[src/sv/cbb_pkg.sv]
// ----------------------------------------------------------------------------
// cbb_pkg
// Shared types and constants of the cross blur byte stream filter.
// ----------------------------------------------------------------------------
package cbb_pkg;

    localparam int MAX_ROW_BYTES = 4096;
    localparam int MAX_ROWS      = 4096;
    localparam int CHANNEL_STEP  = 3;

    localparam int BYTE_W    = 8;
    localparam int COL_W     = $clog2(MAX_ROW_BYTES);
    localparam int ROW_W     = $clog2(MAX_ROWS);
    localparam int SIZE_W    = 13;
    localparam int CFG_IDX_W = 2;
    localparam int SUM_W     = 11;
    localparam int CNT_W     = 3;
    localparam int NUM_SLOTS = 5;

    localparam logic [CFG_IDX_W-1:0] CFG_ROW_BYTES = 2'd0;
    localparam logic [CFG_IDX_W-1:0] CFG_ROW_COUNT = 2'd1;

    typedef logic [BYTE_W-1:0] byte_t;

    // result kinds of one transaction, in delivery order
    typedef enum logic [2:0] {
        SLOT_UP,
        SLOT_LAST,
        SLOT_TAIL2,
        SLOT_TAIL1,
        SLOT_TAIL0
    } slot_t;

    typedef struct packed {
        logic [SUM_W-1:0] sum;
        logic [CNT_W-1:0] cnt;
    } mean_in_t;

endpackage

[src/sv/cbb_mean.sv]
// ----------------------------------------------------------------------------
// cbb_mean
// Truncated mean of one to five bytes' sum, by shift or reciprocal multiply.
// ----------------------------------------------------------------------------
module cbb_mean (
    input  cbb_pkg::mean_in_t mean_in,
    output cbb_pkg::byte_t    mean_out
);

    localparam int MUL_W   = 12;
    localparam int PROD_W  = cbb_pkg::SUM_W + MUL_W;
    localparam int DIV3_SH = 13;
    localparam int DIV5_SH = 14;
    localparam logic [PROD_W-1:0] DIV3_MUL = PROD_W'(2731);
    localparam logic [PROD_W-1:0] DIV5_MUL = PROD_W'(3277);

    logic [PROD_W-1:0] prod3;
    logic [PROD_W-1:0] prod5;

    assign prod3 = PROD_W'(mean_in.sum) * DIV3_MUL;
    assign prod5 = PROD_W'(mean_in.sum) * DIV5_MUL;

    always_comb begin
        case (mean_in.cnt)
            3'd1:    mean_out = mean_in.sum[7:0];
            3'd2:    mean_out = mean_in.sum[8:1];
            3'd3:    mean_out = prod3[DIV3_SH +: cbb_pkg::BYTE_W];
            3'd4:    mean_out = mean_in.sum[9:2];
            3'd5:    mean_out = prod5[DIV5_SH +: cbb_pkg::BYTE_W];
            default: mean_out = '0;
        endcase
    end

endmodule

[config.mk]
export PLATFORM = sky130hd
export DESIGN_NAME = cbb_mean
export DESIGN_NICKNAME = d
export VERILOG_FILES = /design/src/sv/cbb_pkg.sv /design/src/sv/cbb_mean.sv
export SDC_FILE = /design/constraint.sdc
export NUM_CORES = 1
export LEC_CHECK = 0
export ABC_AREA = 1
export BUFFER_PORTS_ARGS = -buffer_cell sky130_fd_sc_hd__buf_2
export CAP_MARGIN = 25
export CORE_AREA = 2 2 84 126
export DETAILED_ROUTE_END_ITERATION = 8
export DIE_AREA = 0 0 86 128
export PLACE_DENSITY = 0.73
export SYNTH_ARGS = -nofsm -noshare
export SYNTH_HDL_FRONTEND = slang
export SYNTH_SLANG_ARGS = --single-unit
[constraint.sdc]
create_clock -name vclk -period 5.35
set_clock_uncertainty 0.15 [all_clocks]
set_input_delay 0.2675 -clock vclk [all_inputs]
set_output_delay 0.2675 -clock vclk [all_outputs]
set_load 0.05 [all_outputs]
## Word level (Yosys, flattened, before mapping)

Cells that the tools add are included.
W data, S select, Z words.

| storage, ports and cells | value |
|---|---|
| register bits | 0 |
| bits of input ports | 14 |
| output and inout bits | 8 |
| logic and storage cells | 8 |

| cells by class | value |
|---|---|
| $mul | 2 |
| equal/unequal tests | 5 |
| mux-type cells | 1 |

Operators by type and width:

| operator | count |
|---|---|
| $pmux W8 S5 | 1 |
| $mul A11 B12 Y22 const B | 1 |
| $mul A11 B12 Y21 const B | 1 |
| $eq A3 B2 Y1 const B | 2 |
| $eq A3 B3 Y1 const B | 2 |
| $eq A3 B1 Y1 const B | 1 |

## Depth between registers and ports, before layout

| depth | value |
|---|---|
| word-level depth | 2 |
| depth in mapped cells | 21 |
| depth with buffers taken out | 21 |

## Least setup slack after synthesis

No wires, ideal clock.

| timing path | value |
|---|---|
| path type | input to output |
| start | in mean_in[12] in the netlist's numbering |
| end | out mean_out[1] |
| data arrival time | 4258 ps |
| data required time | 4933 ps |
| path slack | 674 ps |
| stages on the path | 17 |
| path buffers | 0 |
| cells stage by stage | inv_1 > ha_1 > inv_1 > fa_1 > fa_1 > inv_1 > fa_1 > fa_1 > inv_1 > ha_1 > a21oi_1 > o21bai_1 > a21oi_1 > nand2_1 > or2_0 > nand3_1 > nand3_1 |

| between the ends | value |
|---|---|
| cells in the longest elaborated chain, start to end | 2 |
| elaborated cells on any way between the ends | 3 |
| those cells by class | mul (2); mux (1) |

RTL lines:

| item | RTL line | source |
|---|---|---|
| start: declaration | cbb_mean.sv:6 | `input cbb_pkg::mean_in_t mean_in,` |
| $mul A11 B12 Y22 or $mul A11 B12 Y21 (tied branches) | cbb_mean.sv:21, cbb_mean.sv:20 |  |
| $pmux W8 S5 (*) | cbb_mean.sv:24 | `case (mean_in.cnt)` |
| end: declaration | cbb_mean.sv:7 | `output cbb_pkg::byte_t mean_out` |

Mark *: on every way between the ends. The rest lies on a longest branch, timed or not.

## Final worst setup path

| timing path | value |
|---|---|
| start | in mean_in[12] in the netlist's numbering |
| end | out mean_out[3] |

The elaborated chain is that of the path after synthesis.

==> summary.md <==
| Metric | Value |
|---|---|
| RD Place Congestion | 0.960 |
| Synth Cell Area | 4830 um^2 |
| Worst path required time | 4930 ps |
| Net Count, Synth | 861 |
| Outcome | finished clean |
| IO Count | 22 |
| Worst slew pin tran | 398 ps |
| Max-Cap Viols | 0 |
| Layout cells sized above 1 | 0.0673 |
| Final period util | 0.953 |
| Critical path type | in2out |
| Clk pwr share | 0 |
| Sw Ratio | 0.642 |
| Overall die height | 128 um |
| Largest net degree at the start of global routing | 10 |
| Leak Pwr | 3.17 nW |
| Final Hold Viols | 0 |
| Synth cell count leaders | 179 x inv_1, 121 x ha_1, 112 x nand2_1, 60 x fa_1, 51 x nand3_1 |
| Uppermost layer routed | met4 |
| Overall Global Routing Usage | 0.247 |
| DRT iter0 DRCs | 113 |
| Crit path time final | 5100 ps |
| Num sequential | 0 |
| Worst setup SP type | primary input |
| # fillers | 964 |
| Via/cell ratio | 5.35 |
| Top cells by area, synth | ha_1 31%, fa_1 25%, inv_1 14% |
| Cells along the critical path | buf_2, inv_1, ha_4, inv_1, fa_1, fa_1, inv_1, fa_1, fa_1, inv_1, ha_1, a21oi_4, o21ai_0, a21oi_1, nand2_1, nand2_1, nand3_1, nand3_1, buf_2 |
| Core Rows | 45 |
| Min-Delay Path Class | in2out |
| First-pass GRT wire length | 21500 um |
| Seq pwr share | 0 |
| Crit path max fanout | 6 |
| TNS Setup | 0 ps |
| Final antenna-violating net count | 0 |
| Synth Instances | 666 |
| DR pass1 iterations | 5 |
| # port buffers | 22 |
| Reg area | 0 um^2 |
| Drt drc | 0 |
| Relative slew margins | 0.732 |
| Met2 wire len | 7190 um |
| Peak supply drop | 0.000354 V |
| Critical path arrival | 4680 ps |
| Post-detailed-routing wire length | 12800 um |
| Synth warnings | 0 |
| Worst setup EP type | primary output |
| Post-synthesis sequential area ratio | 0 |
| Fmax | 196 MHz |
| Comb pwr share | 1.000 |
| Placeable Area | 9970 um^2 |
| HP Start | mean_in[11] |
| Die W | 86 um |
| Worst setup endpoint | mean_out[3] |
| Met3 wire len | 195 um |
| WL met1 | 4600 um |
| Number of global-route vias before repair | 4602 |
| Final setup viols | 0 |
| Slowest cell on crit path | fa_1 |
| Post-synth top area share | 0.313 |
| Crit-path max cell delay | 560 ps |
| Net Sw Power | 1.57 mW |
| Initial antenna violation count | 0 |
| Initial Util | 0.485 |
| Avg Cell Area, Syn | 7.25 um^2 |
| RSZ-0062 raised after global routing | false |
| PD cells | 469 nW/um^2 |
| Vias | 4364 |
| Count leader, synth | inv_1 |
| Synth area leader | ha_1 |
| Synthesis-to-finish area growth | 7.98% |
| Pint | 876 uW |
| Gr ovfl total | 0 |
| Clkbuf count | 0 |
| # hold bufs at CTS | 0 |
| Multi-input gate area | 4210 um^2 |
| CP Launch Point | mean_in[12] |
| Total Nets Final | 895 |
| Post-detail-place hpwl | 11900 um |
| # diodes | 0 |
| WL per Instance | 15.7 um |
| Post-layout utilization of the core | 0.523 |
| Die Footprint | 11000 um^2 |
| Unique cell type count in the Yosys netlist | 25 |
| Slew Viols, Final | 0 |
-- routing by layer --
metal | GRT usage | vias up
met2 | 0.503 | 81
met4 | 0.112 | 0
li1 | - | 2178
met1 | 0.252 | 2055
met5 | 0 | -
met3 | 0.00193 | 50
-- stage by stage --
step	cell area, um^2	setup slack (ps)	hold WS, ps	total power [mW]	std cells
after global routing	5220	35.6	1120	2.81	815
after CTS	5160	69.6	1060	2.39	815
after global placement	5160	96.8	1040	2.33	815
after floorplan	4830	674	920	1.79	666
final	5220	253	1060	2.45	815
after detailed placement	5160	101	1060	2.37	815
-- logic make-up after synthesis --
family,count (synthesis),synth area share
buf+inv,179,0.139
xor+xnor,6,0.0109
simple gates,233,0.207
compound gates,67,0.0813
fa+ha+maj,181,0.562
-- worst max-delay path, delay by kind of cell --
family                     cells  cell delay (ps)
adders and majority gates      6             2790
buffers and inverters          6              740
AOI/OAI and AO/OA              3              600
and+or+nand+nor                4              270
-- power by group through the flow --
stage	registers [mW]	clock network [mW]	logic [mW]
after detailed placement	0	0	2.37
final	0	0	2.45
after global placement	0	0	2.33
after global routing	0	0	2.81
after floorplan	0	0	1.79
after CTS	0	0	2.39
-- worst min-delay path by stage --
stage	to	slack [ps]	depth (start not counted)
after floorplan	mean_out[0]	920	4
after global placement	mean_out[1]	1040	6
after detailed placement	mean_out[1]	1060	6
after CTS	mean_out[1]	1060	6
after global routing	mean_out[1]	1120	6
final	mean_out[7]	1060	6
-- area by class of cell --
cell class / count / area share
inverters: 179 / 0.129
multi-input cells: 487 / 0.807
well taps: 117 / 0.0281
repair buffers: 32 / 0.0365
-- cells in the final DEF, fill, tap and decap left out, types with 2 or more instances in the layout --
master,n
a21oi_2,2
nand4_1,4
nor2_2,2
o21bai_1,7
xnor2_1,3
ha_1,119
o21a_1,3
nor3_1,7
fa_1,60
o22ai_1,8
a21oi_1,26
nor3_2,2
nand2_2,2
nor4_1,3
buf_4,11
o21ai_0,10
nor2_1,46
nand2_1,110
a21o_1,6
nand3_1,51
inv_1,179
xor2_1,3
buf_2,20
nand3b_1,3
-- timing repair --
action | in CTS | in global routing
resized for setup | 0 | 15
endpoints found under the hold margin | 0 | 0
setup endpoints to repair | 0 | 6
setup buffers | 0 | 0
Power figures use the tool's default switching activity.
